`config.mk`:
```
export PLATFORM = sky130hd
export DESIGN_NAME = spectrum_bar_delta_renderer
export DESIGN_NICKNAME = d
export VERILOG_FILES = /design/src/rtl/core/sbdr_pkg.sv /design/src/rtl/core/sbdr_ram.sv /design/src/rtl/core/sbdr_div.sv /design/src/rtl/core/sbdr_log.sv /design/src/rtl/core/spectrum_bar_delta_renderer.sv
export VERILOG_INCLUDE_DIRS = /design/src /design/src/rtl/core
export SDC_FILE = /design/constraint.sdc
export NUM_CORES = 2
export LEC_CHECK = 0
export BUFFER_PORTS_ARGS = -buffer_cell sky130_fd_sc_hd__buf_2
export CAP_MARGIN = 15
export CORE_ASPECT_RATIO = 0.6
export CORE_UTILIZATION = 60
export CTS_BUF_LIST = sky130_fd_sc_hd__clkbuf_16
export DETAILED_ROUTE_END_ITERATION = 7
export PLACE_DENSITY = 0.78
export SLEW_MARGIN = 20
export SYNTH_ARGS = -nofsm -noshare
export SYNTH_HDL_FRONTEND = slang
export SYNTH_SLANG_ARGS = --single-unit
```
`constraint.sdc`:
```
create_clock -name clk -period 7.6 [get_ports clk]
set_input_delay 0.38 -clock clk [delete_from_list [all_inputs] [get_ports clk]]
set_output_delay 0.38 -clock clk [all_outputs]
set_load 0.01 [all_outputs]
```
`src/rtl/core/spectrum_bar_delta_renderer_defines.svh`:
```
// Assertion macros for the spectrum bar delta renderer.
// Included by the top level; depends on nothing else.
`ifndef SPECTRUM_BAR_DELTA_RENDERER_DEFINES_SVH
`define SPECTRUM_BAR_DELTA_RENDERER_DEFINES_SVH
`ifndef SYNTH
`define SBDR_ASSERT_IMPL(label, clk, rst_n, a, c, msg) \
    label: assert property (@(posedge clk) disable iff (!rst_n) (a) |-> (c)) else $error(msg);
`define SBDR_ASSERT_NEXT(label, clk, rst_n, a, c, msg) \
    label: assert property (@(posedge clk) disable iff (!rst_n) (a) |=> (c)) else $error(msg);
`else
`define SBDR_ASSERT_IMPL(label, clk, rst_n, a, c, msg)
`define SBDR_ASSERT_NEXT(label, clk, rst_n, a, c, msg)
`endif
`endif

```
`src/rtl/core/sbdr_pkg.sv`:
```
// Shared types and constants of the spectrum bar delta renderer.
// No dependencies.
`timescale 1ns / 1ps
package sbdr_pkg;
    localparam logic [2:0] CFG_BAR_COUNT     = 3'd0;
    localparam logic [2:0] CFG_SCREEN_WIDTH  = 3'd1;
    localparam logic [2:0] CFG_SCREEN_HEIGHT = 3'd2;
    localparam logic [2:0] CFG_TOP_MARGIN    = 3'd3;
    localparam logic [2:0] CFG_LOW_COLOR     = 3'd4;
    localparam logic [2:0] CFG_MID_COLOR     = 3'd5;
    localparam logic [2:0] CFG_HIGH_COLOR    = 3'd6;
    localparam logic [15:0] WHITE = 16'hFFFF;
    localparam logic [15:0] BLACK = 16'h0000;
    localparam logic [20:0] LOG_SCALE_Q16 = 21'd1676906;
    localparam logic [30:0] SUM_MAX = 31'h7FFFFFFF;

    typedef struct packed {
        logic        draw_kind;
        logic [9:0]  x_pos;
        logic [9:0]  y_pos;
        logic [9:0]  rect_width;
        logic [9:0]  rect_height;
        logic [15:0] color;
        logic        last_command;
    } cmd_t;

    typedef struct packed {
        logic        start;
        logic [31:0] value;
    } log_req_t;

    typedef struct packed {
        logic        done;
        logic [20:0] result;
    } log_rsp_t;
endpackage

```
`src/rtl/core/sbdr_ram.sv`:
```
// Generic single-port-write, single-read RAM with registered read data.
// No dependencies.
`timescale 1ns / 1ps
module sbdr_ram #(
    parameter int WIDTH = 10,
    parameter int DEPTH = 32
) (
    input  logic                     clk,
    input  logic                     we,
    input  logic [$clog2(DEPTH)-1:0] waddr,
    input  logic [WIDTH-1:0]         wdata,
    input  logic [$clog2(DEPTH)-1:0] raddr,
    output logic [WIDTH-1:0]         rdata
);
    logic [WIDTH-1:0] mem [DEPTH];

    always_ff @(posedge clk)
    begin
        if (we)
        begin
            mem[waddr] <= wdata;
        end
        rdata <= mem[raddr];
    end
endmodule

```
`src/rtl/core/sbdr_div.sv`:
```
// Restoring divider, one quotient bit per cycle.
// Depends on nothing but itself.
`timescale 1ns / 1ps
module sbdr_div #(
    parameter int NW = 31,
    parameter int DW = 8
) (
    input  logic          clk,
    input  logic          rst_n,
    input  logic          start,
    input  logic [NW-1:0] num,
    input  logic [DW-1:0] den,
    output logic          done,
    output logic [NW-1:0] quo
);
    localparam int CW = $clog2(NW + 1);
    logic [NW-1:0] quo_reg, quo_next;
    logic [DW:0]   rem_reg, rem_next;
    logic [DW-1:0] den_reg, den_next;
    logic [CW-1:0] cnt_reg, cnt_next;
    logic          busy_reg, busy_next, done_reg, done_next;
    logic [DW:0]   trial;

    always_comb
    begin
        quo_next  = quo_reg;
        rem_next  = rem_reg;
        den_next  = den_reg;
        cnt_next  = cnt_reg;
        busy_next = busy_reg;
        done_next = 1'b0;
        trial     = {rem_reg[DW-1:0], quo_reg[NW-1]};
        if (start)
        begin
            quo_next  = num;
            rem_next  = '0;
            den_next  = den;
            cnt_next  = CW'(NW);
            busy_next = 1'b1;
        end
        else if (busy_reg)
        begin
            if (trial >= {1'b0, den_reg})
            begin
                rem_next = trial - {1'b0, den_reg};
                quo_next = {quo_reg[NW-2:0], 1'b1};
            end
            else
            begin
                rem_next = trial;
                quo_next = {quo_reg[NW-2:0], 1'b0};
            end
            cnt_next = cnt_reg - 1'b1;
            if (cnt_reg == CW'(1))
            begin
                busy_next = 1'b0;
                done_next = 1'b1;
            end
        end
    end

    always_ff @(posedge clk or negedge rst_n)
    begin
        if (!rst_n)
        begin
            busy_reg <= 1'b0;
            done_reg <= 1'b0;
            cnt_reg  <= '0;
        end
        else
        begin
            busy_reg <= busy_next;
            done_reg <= done_next;
            cnt_reg  <= cnt_next;
        end
    end

    always_ff @(posedge clk)
    begin
        quo_reg <= quo_next;
        rem_reg <= rem_next;
        den_reg <= den_next;
    end

    assign done = done_reg;
    assign quo  = quo_reg;
endmodule

```
`src/rtl/core/sbdr_log.sv`:
```
// Iterative log2 unit: leading one search, then one squaring per cycle,
// scaled to the bar height. Uses sbdr_pkg.
`timescale 1ns / 1ps
module sbdr_log
    import sbdr_pkg::*;
(
    input  logic     clk,
    input  logic     rst_n,
    input  log_req_t req,
    output log_rsp_t rsp
);
    localparam logic [2:0] S_IDLE = 3'd0;
    localparam logic [2:0] S_NORM = 3'd1;
    localparam logic [2:0] S_SQR  = 3'd2;
    localparam logic [2:0] S_MUL  = 3'd3;
    localparam logic [2:0] S_OUT  = 3'd4;

    logic [2:0]  st_reg, st_next;
    logic [31:0] v_reg, v_next;
    logic [4:0]  p_reg, p_next;
    logic [16:0] x_reg, x_next;
    logic [15:0] frac_reg, frac_next;
    logic [4:0]  it_reg, it_next;
    logic [52:0] prod_reg, prod_next;
    logic [4:0]  lead;
    logic [33:0] sq;
    logic [20:0] lq;
    logic        done_next;
    logic        done_reg;

    always_comb
    begin
        lead = 5'd0;
        for (int i = 0; i < 32; i++)
        begin
            if (v_reg[i])
            begin
                lead = 5'(i);
            end
        end
    end

    assign sq = 34'(x_reg) * 34'(x_reg);
    assign lq = (p_reg < 5'd8) ? 21'd0 : {p_reg - 5'd8, frac_reg};

    always_comb
    begin
        st_next   = st_reg;
        v_next    = v_reg;
        p_next    = p_reg;
        x_next    = x_reg;
        frac_next = frac_reg;
        it_next   = it_reg;
        prod_next = prod_reg;
        done_next = 1'b0;
        unique case (st_reg)
            S_IDLE:
            begin
                if (req.start)
                begin
                    v_next  = req.value;
                    st_next = S_NORM;
                end
            end
            S_NORM:
            begin
                p_next    = lead;
                x_next    = (lead >= 5'd15) ? 17'(v_reg >> (lead - 5'd15))
                                            : 17'(v_reg << (5'd15 - lead));
                frac_next = '0;
                it_next   = 5'd0;
                st_next   = S_SQR;
            end
            S_SQR:
            begin
                if (sq[31:15] >= 17'h10000)
                begin
                    x_next = 17'(sq[31:16]);
                    frac_next[4'd15 - it_reg[3:0]] = 1'b1;
                end
                else
                begin
                    x_next = sq[31:15];
                end
                it_next = it_reg + 1'b1;
                if (it_reg == 5'd15)
                begin
                    st_next = S_MUL;
                end
            end
            S_MUL:
            begin
                prod_next = 53'(lq) * 53'(LOG_SCALE_Q16);
                st_next   = S_OUT;
            end
            S_OUT:
            begin
                done_next = 1'b1;
                st_next   = S_IDLE;
            end
            default:
            begin
                st_next = S_IDLE;
            end
        endcase
    end

    always_ff @(posedge clk or negedge rst_n)
    begin
        if (!rst_n)
        begin
            st_reg   <= S_IDLE;
            done_reg <= 1'b0;
        end
        else
        begin
            st_reg   <= st_next;
            done_reg <= done_next;
        end
    end

    always_ff @(posedge clk)
    begin
        v_reg    <= v_next;
        p_reg    <= p_next;
        x_reg    <= x_next;
        frac_reg <= frac_next;
        it_reg   <= it_next;
        prod_reg <= prod_next;
    end

    assign rsp.done   = done_reg;
    assign rsp.result = prod_reg[52:32];
endmodule

```
`src/rtl/core/spectrum_bar_delta_renderer.sv`:
```
// Spectrum bar renderer with delta drawing: top level, sequencer and output stage.
// Uses sbdr_pkg, sbdr_ram, sbdr_div, sbdr_log and the assertion macro header.
`timescale 1ns / 1ps
`include "spectrum_bar_delta_renderer_defines.svh"
// One bin is taken at a time, in the idle state. For a bin that is not a
// group's last, two divides form the bins per bar and the bar width, while the
// bar and the offset within it are stepped out by repeated subtraction. A bin
// outside every group is dropped once the bins per bar are known. For a group's
// last bin a further divide forms the mean, a log unit squares the mantissa once
// a cycle, the bar's stored height is read from and written back to a small RAM,
// and up to two commands leave through the output register. The stored heights
// are cleared by a pass over every entry (32 entries by default) after reset,
// during which no bin is taken.
// Configuration writes are taken at any time and should be made only while no
// bin is in flight.
module spectrum_bar_delta_renderer
    import sbdr_pkg::*;
#(
    parameter int MAX_BARS = 32,
    parameter int BAR_BINS = 128,
    parameter int FFT_BINS = 512
) (
    input  logic        clk,
    input  logic        rst_n,
    input  logic        s_tvalid,
    output logic        s_tready,
    input  logic [39:0] s_tdata,  // bin_index[8:0], magnitude[32:9], zero fill
    output logic        m_tvalid,
    input  logic        m_tready,
    output logic [55:0] m_tdata,  // x_pos, y_pos, rect_width, rect_height, color
    output logic        m_tuser,  // draw_kind
    output logic        m_tlast,
    input  logic        cfg_we,
    input  logic [2:0]  cfg_index,
    input  logic [15:0] cfg_wdata
);
    localparam int LIM = (MAX_BARS < BAR_BINS) ? MAX_BARS : BAR_BINS;
    localparam int AW  = (MAX_BARS > 1) ? $clog2(MAX_BARS) : 1;
    localparam int BW  = $clog2(BAR_BINS + 1);
    localparam int BCW = $clog2(LIM + 1);

    localparam logic [3:0] S_CLEAR = 4'd0;
    localparam logic [3:0] S_IDLE  = 4'd1;
    localparam logic [3:0] S_BIN   = 4'd2;
    localparam logic [3:0] S_DIV   = 4'd3;
    localparam logic [3:0] S_LOG   = 4'd4;
    localparam logic [3:0] S_PREP  = 4'd5;
    localparam logic [3:0] S_CMD0  = 4'd6;
    localparam logic [3:0] S_CMD1  = 4'd7;

    logic [5:0]  bar_count_reg;
    logic [9:0]  screen_width_reg, screen_height_reg;
    logic [7:0]  top_margin_reg;
    logic [15:0] low_color_reg, mid_color_reg, high_color_reg;

    logic [3:0]  st_reg, st_next;
    logic [AW:0] clr_reg, clr_next;
    logic [30:0] sum_reg, sum_next;
    logic [8:0]  idx_reg, idx_next;
    logic [23:0] mag_reg, mag_next;
    logic [BCW-1:0] bc_reg, bc_next;
    logic [BW-1:0]  bpb_reg, bpb_next;
    logic [AW-1:0]  bar_reg, bar_next;
    logic [BW-1:0]  k_reg, k_next;
    logic [9:0]  h_reg, h_next;
    logic [9:0]  prev_reg, prev_next;
    logic [9:0]  barw_reg, barw_next;
    logic [15:0] col_reg, col_next;
    cmd_t        out_reg, out_next;
    logic        ov_reg, ov_next;
    logic        wdone_reg, wdone_next;

    logic [BCW-1:0] bc_eff;
    logic [31:0] grouped;
    logic [31:0] sum_add;
    logic        div_start, div_done, wdiv_start, wdiv_done;
    logic [30:0] mean;
    logic [9:0]  barw_q;
    log_req_t    lreq;
    log_rsp_t    lrsp;
    logic        ram_we;
    logic [AW-1:0] ram_waddr;
    logic [9:0]  ram_wdata, ram_rdata;
    logic [9:0]  maxh, xpos, wdt;
    logic [20:0] hcap;
    logic [15:0] xprod;
    logic [15:0] bc_third, bc_two_thirds;
    logic        grow, shrink, cap;
    logic        out_free;

    always_ff @(posedge clk or negedge rst_n)
    begin
        if (!rst_n)
        begin
            bar_count_reg     <= 6'd32;
            screen_width_reg  <= 10'd320;
            screen_height_reg <= 10'd170;
            top_margin_reg    <= 8'd22;
            low_color_reg     <= 16'd63488;
            mid_color_reg     <= 16'd2016;
            high_color_reg    <= 16'd2047;
        end
        else if (cfg_we)
        begin
            unique case (cfg_index)
                CFG_BAR_COUNT:     bar_count_reg     <= cfg_wdata[5:0];
                CFG_SCREEN_WIDTH:  screen_width_reg  <= cfg_wdata[9:0];
                CFG_SCREEN_HEIGHT: screen_height_reg <= cfg_wdata[9:0];
                CFG_TOP_MARGIN:    top_margin_reg    <= cfg_wdata[7:0];
                CFG_LOW_COLOR:     low_color_reg     <= cfg_wdata;
                CFG_MID_COLOR:     mid_color_reg     <= cfg_wdata;
                CFG_HIGH_COLOR:    high_color_reg    <= cfg_wdata;
                default:           ;
            endcase
        end
    end

    always_comb
    begin
        if (bar_count_reg == 6'd0)
        begin
            bc_eff = BCW'(1);
        end
        else if (32'(bar_count_reg) > LIM)
        begin
            bc_eff = BCW'(LIM);
        end
        else
        begin
            bc_eff = BCW'(bar_count_reg);
        end
    end

    sbdr_div #(.NW(31), .DW(BW)) u_mean_div (
        .clk   (clk),
        .rst_n (rst_n),
        .start (div_start),
        .num   (sum_next),
        .den   (bpb_reg),
        .done  (div_done),
        .quo   (mean)
    );

    // The bar width and the bins per bar share the same divider form.
    logic [30:0] wdiv_q;
    logic        bpb_phase_reg, bpb_phase_next;
    logic [30:0] wnum;
    logic [BW-1:0] wden;
    assign wnum = bpb_phase_reg ? 31'(BAR_BINS) : 31'(screen_width_reg);
    assign wden = BW'(bc_reg);
    sbdr_div #(.NW(31), .DW(BW)) u_cfg_div (
        .clk   (clk),
        .rst_n (rst_n),
        .start (wdiv_start),
        .num   (wnum),
        .den   (wden),
        .done  (wdiv_done),
        .quo   (wdiv_q)
    );
    assign barw_q = 10'(wdiv_q);

    sbdr_log u_log (
        .clk (clk),
        .rst_n (rst_n),
        .req (lreq),
        .rsp (lrsp)
    );

    sbdr_ram #(.WIDTH(10), .DEPTH(1 << AW)) u_heights (
        .clk   (clk),
        .we    (ram_we),
        .waddr (ram_waddr),
        .wdata (ram_wdata),
        .raddr (bar_reg),
        .rdata (ram_rdata)
    );

    assign grouped  = 32'(bpb_reg) * 32'(bc_reg);
    assign sum_add  = 32'(sum_reg) + 32'(mag_reg);
    assign maxh     = (screen_height_reg > 10'(top_margin_reg))
                    ? screen_height_reg - 10'(top_margin_reg) : 10'd0;
    assign hcap     = (lrsp.result > 21'(maxh)) ? 21'(maxh) : lrsp.result;
    assign xprod    = 16'(bar_reg) * 16'(barw_reg);
    assign xpos     = xprod[9:0];
    assign wdt      = (barw_reg == 10'd0) ? 10'd0 : barw_reg - 10'd1;
    assign grow     = h_reg > prev_reg;
    assign shrink   = h_reg < prev_reg;
    assign cap      = h_reg != 10'd0;
    assign out_free = !ov_reg || m_tready;
    assign s_tready = (st_reg == S_IDLE);

    // A third of the bar count by multiplying with 171/512, exact below 512.
    assign bc_third      = 16'((32'(bc_reg) * 32'd171) >> 9);
    assign bc_two_thirds = 16'((32'(bc_reg) * 32'd342) >> 9);

    // The bar width divide restarts for each item, taking bins per bar first.
    logic [1:0] cfgd_reg, cfgd_next;

    always_comb
    begin
        st_next        = st_reg;
        clr_next       = clr_reg;
        sum_next       = sum_reg;
        idx_next       = idx_reg;
        mag_next       = mag_reg;
        bc_next        = bc_reg;
        bpb_next       = bpb_reg;
        bar_next       = bar_reg;
        k_next         = k_reg;
        h_next         = h_reg;
        prev_next      = prev_reg;
        barw_next      = barw_reg;
        col_next       = col_reg;
        out_next       = out_reg;
        ov_next        = ov_reg;
        wdone_next     = wdone_reg || wdiv_done;
        bpb_phase_next = bpb_phase_reg;
        cfgd_next      = cfgd_reg;
        div_start      = 1'b0;
        wdiv_start     = 1'b0;
        lreq.start     = 1'b0;
        lreq.value     = 32'd256 + 32'(mean) * 32'd5;
        ram_we         = 1'b0;
        ram_waddr      = bar_reg;
        ram_wdata      = h_reg;
        if (ov_reg && m_tready)
        begin
            ov_next = 1'b0;
        end
        unique case (st_reg)
            S_CLEAR:
            begin
                ram_we    = 1'b1;
                ram_waddr = clr_reg[AW-1:0];
                ram_wdata = '0;
                clr_next  = clr_reg + 1'b1;
                if (clr_reg[AW-1:0] == AW'((1 << AW) - 1))
                begin
                    st_next = S_IDLE;
                end
            end
            S_IDLE:
            begin
                if (s_tvalid)
                begin
                    idx_next       = s_tdata[8:0];
                    mag_next       = s_tdata[32:9];
                    bc_next        = bc_eff;
                    bpb_phase_next = 1'b1;
                    cfgd_next      = 2'd0;
                    st_next        = S_BIN;
                end
            end
            S_BIN:
            begin
                unique case (cfgd_reg)
                    2'd0:
                    begin
                        wdiv_start = 1'b1;
                        cfgd_next  = 2'd1;
                    end
                    2'd1:
                    begin
                        if (wdiv_done)
                        begin
                            bpb_next       = BW'(wdiv_q);
                            bpb_phase_next = 1'b0;
                            cfgd_next      = 2'd2;
                        end
                    end
                    2'd2:
                    begin
                        cfgd_next = 2'd3;
                        if (idx_reg == 9'd0 || 32'(idx_reg) > grouped
                            || 32'(idx_reg) >= FFT_BINS)
                        begin
                            st_next = S_IDLE;
                        end
                        else
                        begin
                            wdiv_start = 1'b1;
                            wdone_next = 1'b0;
                            bar_next   = '0;
                            k_next     = BW'(idx_reg - 9'd1);
                        end
                    end
                    default:
                    begin
                        // Step bar and offset by repeated subtraction.
                        if (32'(k_reg) >= 32'(bpb_reg))
                        begin
                            k_next   = k_reg - bpb_reg;
                            bar_next = bar_reg + 1'b1;
                        end
                        else if (wdiv_done || wdone_reg)
                        begin
                            barw_next = barw_q;
                            if (k_reg == BW'(0))
                            begin
                                sum_next = 31'(mag_reg);
                            end
                            else
                            begin
                                sum_next = sum_add[31] ? SUM_MAX : sum_add[30:0];
                            end
                            if (k_reg != bpb_reg - 1'b1)
                            begin
                                st_next = S_IDLE;
                            end
                            else
                            begin
                                div_start = 1'b1;
                                st_next   = S_DIV;
                            end
                        end
                    end
                endcase
            end
            S_DIV:
            begin
                if (div_done)
                begin
                    lreq.start = 1'b1;
                    sum_next   = '0;
                    st_next    = S_LOG;
                end
            end
            S_LOG:
            begin
                if (lrsp.done)
                begin
                    h_next = hcap[9:0];
                    if (16'(bar_reg) < bc_third)
                    begin
                        col_next = low_color_reg;
                    end
                    else if (16'(bar_reg) < bc_two_thirds)
                    begin
                        col_next = mid_color_reg;
                    end
                    else
                    begin
                        col_next = high_color_reg;
                    end
                    st_next = S_PREP;
                end
            end
            S_PREP:
            begin
                prev_next = ram_rdata;
                ram_we    = 1'b1;
                st_next   = S_CMD0;
            end
            S_CMD0:
            begin
                if (!grow && !shrink)
                begin
                    st_next = S_IDLE;
                end
                else if (out_free)
                begin
                    ov_next              = 1'b1;
                    out_next.draw_kind   = 1'b0;
                    out_next.x_pos       = xpos;
                    out_next.rect_width  = wdt;
                    if (grow)
                    begin
                        out_next.y_pos        = screen_height_reg - h_reg;
                        out_next.rect_height  = (prev_reg == 10'd0) ? h_reg
                                              : h_reg - prev_reg + 10'd1;
                        out_next.color        = col_reg;
                        out_next.last_command = 1'b0;
                        st_next               = S_CMD1;
                    end
                    else
                    begin
                        out_next.y_pos = (prev_reg > screen_height_reg) ? 10'd0
                                       : screen_height_reg - prev_reg;
                        out_next.rect_height  = prev_reg - h_reg;
                        out_next.color        = BLACK;
                        out_next.last_command = !cap;
                        st_next               = cap ? S_CMD1 : S_IDLE;
                    end
                end
            end
            S_CMD1:
            begin
                if (out_free)
                begin
                    ov_next               = 1'b1;
                    out_next.draw_kind    = 1'b1;
                    out_next.x_pos        = xpos;
                    out_next.y_pos        = screen_height_reg - h_reg;
                    out_next.rect_width   = wdt;
                    out_next.rect_height  = 10'd1;
                    out_next.color        = WHITE;
                    out_next.last_command = 1'b1;
                    st_next               = S_IDLE;
                end
            end
            default:
            begin
                st_next = S_IDLE;
            end
        endcase
    end

    always_ff @(posedge clk or negedge rst_n)
    begin
        if (!rst_n)
        begin
            st_reg    <= S_CLEAR;
            clr_reg   <= '0;
            sum_reg   <= '0;
            ov_reg    <= 1'b0;
            wdone_reg <= 1'b0;
        end
        else
        begin
            st_reg    <= st_next;
            clr_reg   <= clr_next;
            sum_reg   <= sum_next;
            ov_reg    <= ov_next;
            wdone_reg <= wdone_next;
        end
    end

    always_ff @(posedge clk)
    begin
        idx_reg       <= idx_next;
        mag_reg       <= mag_next;
        bc_reg        <= bc_next;
        bpb_reg       <= bpb_next;
        bar_reg       <= bar_next;
        k_reg         <= k_next;
        h_reg         <= h_next;
        prev_reg      <= prev_next;
        barw_reg      <= barw_next;
        col_reg       <= col_next;
        out_reg       <= out_next;
        bpb_phase_reg <= bpb_phase_next;
        cfgd_reg      <= cfgd_next;
    end

    assign m_tvalid = ov_reg;
    assign m_tlast  = out_reg.last_command;
    assign m_tuser  = out_reg.draw_kind;
    assign m_tdata  = {out_reg.color, out_reg.rect_height, out_reg.rect_width,
                       out_reg.y_pos, out_reg.x_pos};

    `SBDR_ASSERT_IMPL(a_no_take_busy, clk, rst_n, st_reg != S_IDLE, !s_tready,
        "item taken while busy")
    `SBDR_ASSERT_NEXT(a_cap_last, clk, rst_n, st_reg == S_CMD1 && out_free,
        m_tvalid && m_tlast, "cap command is not the last")
    `SBDR_ASSERT_IMPL(a_clear_quiet, clk, rst_n, st_reg == S_CLEAR, !m_tvalid,
        "output during clear")
endmodule

```
==> results.json <==
{
  "synthCells": 5089,
  "cts.sinks": 815,
  "cp-start-kind": "flip-flop",
  "port_buffers": 116,
  "met1Wirelength_um": 67800,
  "crit_end": "u_log.x_reg[2]",
  "status": "finished, final reports clean",
  "dr_wl_met2_um": 61300,
  "numCtsBuffers": 73,
  "placed_cell_area_sq_mm": 0.0616,
  "fin_crit_ns": 7.26,
  "slowest_delay_ns": 0.56,
  "start_util": 0.611,
  "drv_slew": 0,
  "r2r_start": "u_log.x_reg[4]",
  "ys_seq_area_frac": 0.397,
  "drt-vias-per-instance": 6.03,
  "htreeDepth": 3,
  "coreArea_sq_mm": 0.0970,
  "synth_area_leaders": "edfxtp_1 (33%), fa_1 (13%), ha_1 (13%), inv_1 (4.6%), dfrtp_1 (4.6%)",
  "finalHoldViolCount": 0,
  "finalInstanceArea_sq_mm": 0.0648,
  "fin_crit_sh": 0.955,
  "drt_iter0_drc": 4475,
  "synth.distinct_cells": 105,
  "post-route-drc-count": 0,
  "drtAntennaViolNets": 0,
  "chipWidth_um": 408,
  "hp-start": "cfg_wdata[7]",
  "crit_required_ns": 8.09,
  "clock-skew-final_ns": 0.0462,
  "synthArstFlopShare": 0.173,
  "dpl.cell_count": 6451,
  "syn_area_per_cell_sq_um": 11.6,
  "crit_top_cell": "fa_1",
  "crit_path_end_kind": "flip-flop",
  "max_slew_margin": 0.233,
  "crit_start": "u_log.x_reg[4]",
  "cts.path.max_buffers": 3,
  "fmax_ghz": 0.138,
  "r2r_cells": 23,
  "clk_latency_ns": 0.68,
  "gp_congestion": 0.974,
  "num_io_pins": 124,
  "syn_area_sq_mm": 0.0593,
  "yosys.area.top_type": "edfxtp_1",
  "cts_tree": "done",
  "largest_reg_flops": 320,
  "grt_util_all_layers": 0.303,
  "fp.dieH_um": 245,
  "routed_wl_um": 149000,
  "p_leak_nw": 28.7,
  "clockRootBuffer": "clkbuf_16",
  "globalRoute.totalOverflow": 0,
  "num-nets-final": 6340,
  "worstSetupPathDepth": 23,
  "worstPathMaxFanout": 19,
  "hold_depth": 2,
  "final_util": 0.668,
  "dr_total_vias": 40071,
  "rows": 88,
  "fin_ws_ns": 0.343,
  "grt_pass1_vias": 39969,
  "drv_cap": 0,
  "critPathTopFamily": "adder cells",
  "r2r-end": "u_log.x_reg[2]",
  "final_cells": 6644,
  "dp_slack_ns": 0.0501,
  "grt_max_degree": 81,
  "cp_cell_sequence": "buf_4, and2_1, fa_1, inv_1, fa_1, fa_1, inv_1, fa_1, fa_1, fa_1, ha_1, a2111o_1, a211o_1, a21oi_2, o21a_4, nor3_2, a31oi_4, mux2i_4, nand2_4, buf_4, a21oi_1, o221ai_1, a21oi_1",
  "dieArea_sq_mm": 0.100,
  "powerDensity_mw_per_mm2": 151,
  "arrival_ns": 7.75,
  "dominantRegCellSynth": "edfxtp_1",
  "syn_nets": 6154,
  "synth_most_common_cell": "inv_1",
  "synthToLayoutAreaGrowth_pct": 9.41,
  "grt_pass1_wl_um": 233000,
  "post-dp-hpwl_um": 111000,
  "synth_warnings": 0,
  "synth_top_area_share": 0.328,
  "drive_above_1_share": 0.131,
  "synth_common_cells": "inv_1 (731), edfxtp_1 (648), ha_1 (606), nand2_1 (428), fa_1 (395)",
  "clk_pin_slew_ns": 0.08,
  "routed.top_layer": "met5",
  "cp_slowest_cell": "fa_1",
  "report.final.setup_viol": 0,
  "drt-pass1-iter-count": 7,
  "wl_per_cell_um": 22.5,
  "ys_ff_latch": 815,
  "ir_drop_mv": 0.203,
  "met3_length_um": 17600,
  "path_buf_inv": 4,
  "ff2ff_setup_slack_ns": 0.34,
  "worst_slew_pin_slew_ns": 1.15,
  "path_class": "flip-flop to flip-flop",
  "synth_edf_count": 648,
  "antenna_found_initial": 6,
  "hold_path.class": "primary input to flip-flop"
}
==> cells in the final DEF, fill, tap and decap left out, drive strengths merged, types with 21 or more instances in the layout <==
master / n
inv: 754
edfxtp: 648
nand2b: 31
fa: 395
mux2i: 84
dfstp: 32
o21ai: 171
and2: 134
mux4: 119
nor2: 273
a21oi: 179
mux2: 121
clkinv: 27
o21a: 28
nand2: 431
dfxtp: 26
ha: 606
nor3: 52
xnor2: 139
nand3: 42
o31ai: 25
a31oi: 31
nor2b: 55
and3: 23
buf: 229
xor2: 51
clkbuf: 74
dfrtp: 109
o221ai: 30
dlygate4sd3: 40
a211oi: 27
nor4: 21
a21o: 63
==> metrics by stage <==
step                setup TNS [ns]  hold WS, ns  total power [mW]
global route              -0.00253       0.0574              10.1
detailed placement               0        0.389              5.75
CTS                              0      0.00840              9.79
global placement                 0        0.388              5.72
floorplan                        0       0.0844              5.54
finish                           0       0.0719              9.78
==> how the worst min path moves through the flow <==
stage,end,slack (ns)
after floorplan,bar_count_reg[0],0.08
after global placement,prev_reg[1],0.39
after detailed placement,prev_reg[6],0.39
after CTS,mag_reg[7],0.008
after global routing,top_margin_reg[7],0.06
final,top_margin_reg[7],0.07
==> layout make-up <==
cell class                 count  area [sq um]
multi-input combinational   3379         32400
fill                        7021         32200
sequential                   815         23500
inverter                     737          2770
timing repair buffer         269          1860
clock buffer                  74          1850
tap                         1305          1630
clock inverter                62           767
antenna                        3          7.51
==> repair_timing <==
| item | in CTS | in global routing |
|---|---|---|
| buffers inserted | 0 | 14 |
| endpoints found under the hold margin | 113 | 1 |
| resized for setup | 0 | 7 |
| hold buffers | 39 | 1 |
| endpoints found under the setup margin | 0 | 9 |
==> metal layers <==
metal	track usage	vias to the layer above
li1	-	18066
met1	0.472	19740
met2	0.425	2039
met3	0.0844	224
met4	0.0530	2
met5	0	-
==> where the power goes <==
group          total [mW]  internal, mW  switching, mW
Clock                4.07          2.26           1.81
Combinational       0.680         0.316          0.364
Sequential           5.03          4.93          0.101
Total                9.78          7.51           2.28
==> logic make-up after synthesis <==
logic type | after synthesis | synth area share
AO/OA/AOI/OAI | 720 | 0.0805
AND/OR/NAND/NOR | 1144 | 0.0911
multiplexers | 324 | 0.0826
flip-flops | 815 | 0.397
adder cells (fa/ha/maj) | 1001 | 0.261
buffers and inverters | 895 | 0.0582
XOR/XNOR | 190 | 0.0288
==> worst reg2reg max path, delay by kind of cell, from the launching register on <==
kind	cells	cell delay, ns
fa+ha+maj	7	3.15
compound gates	8	1.89
buf+inv	4	0.67
simple gates	3	0.54
flops	1	0.48
mux	1	0.35
Note: power is estimated with default switching activity, not from simulation.
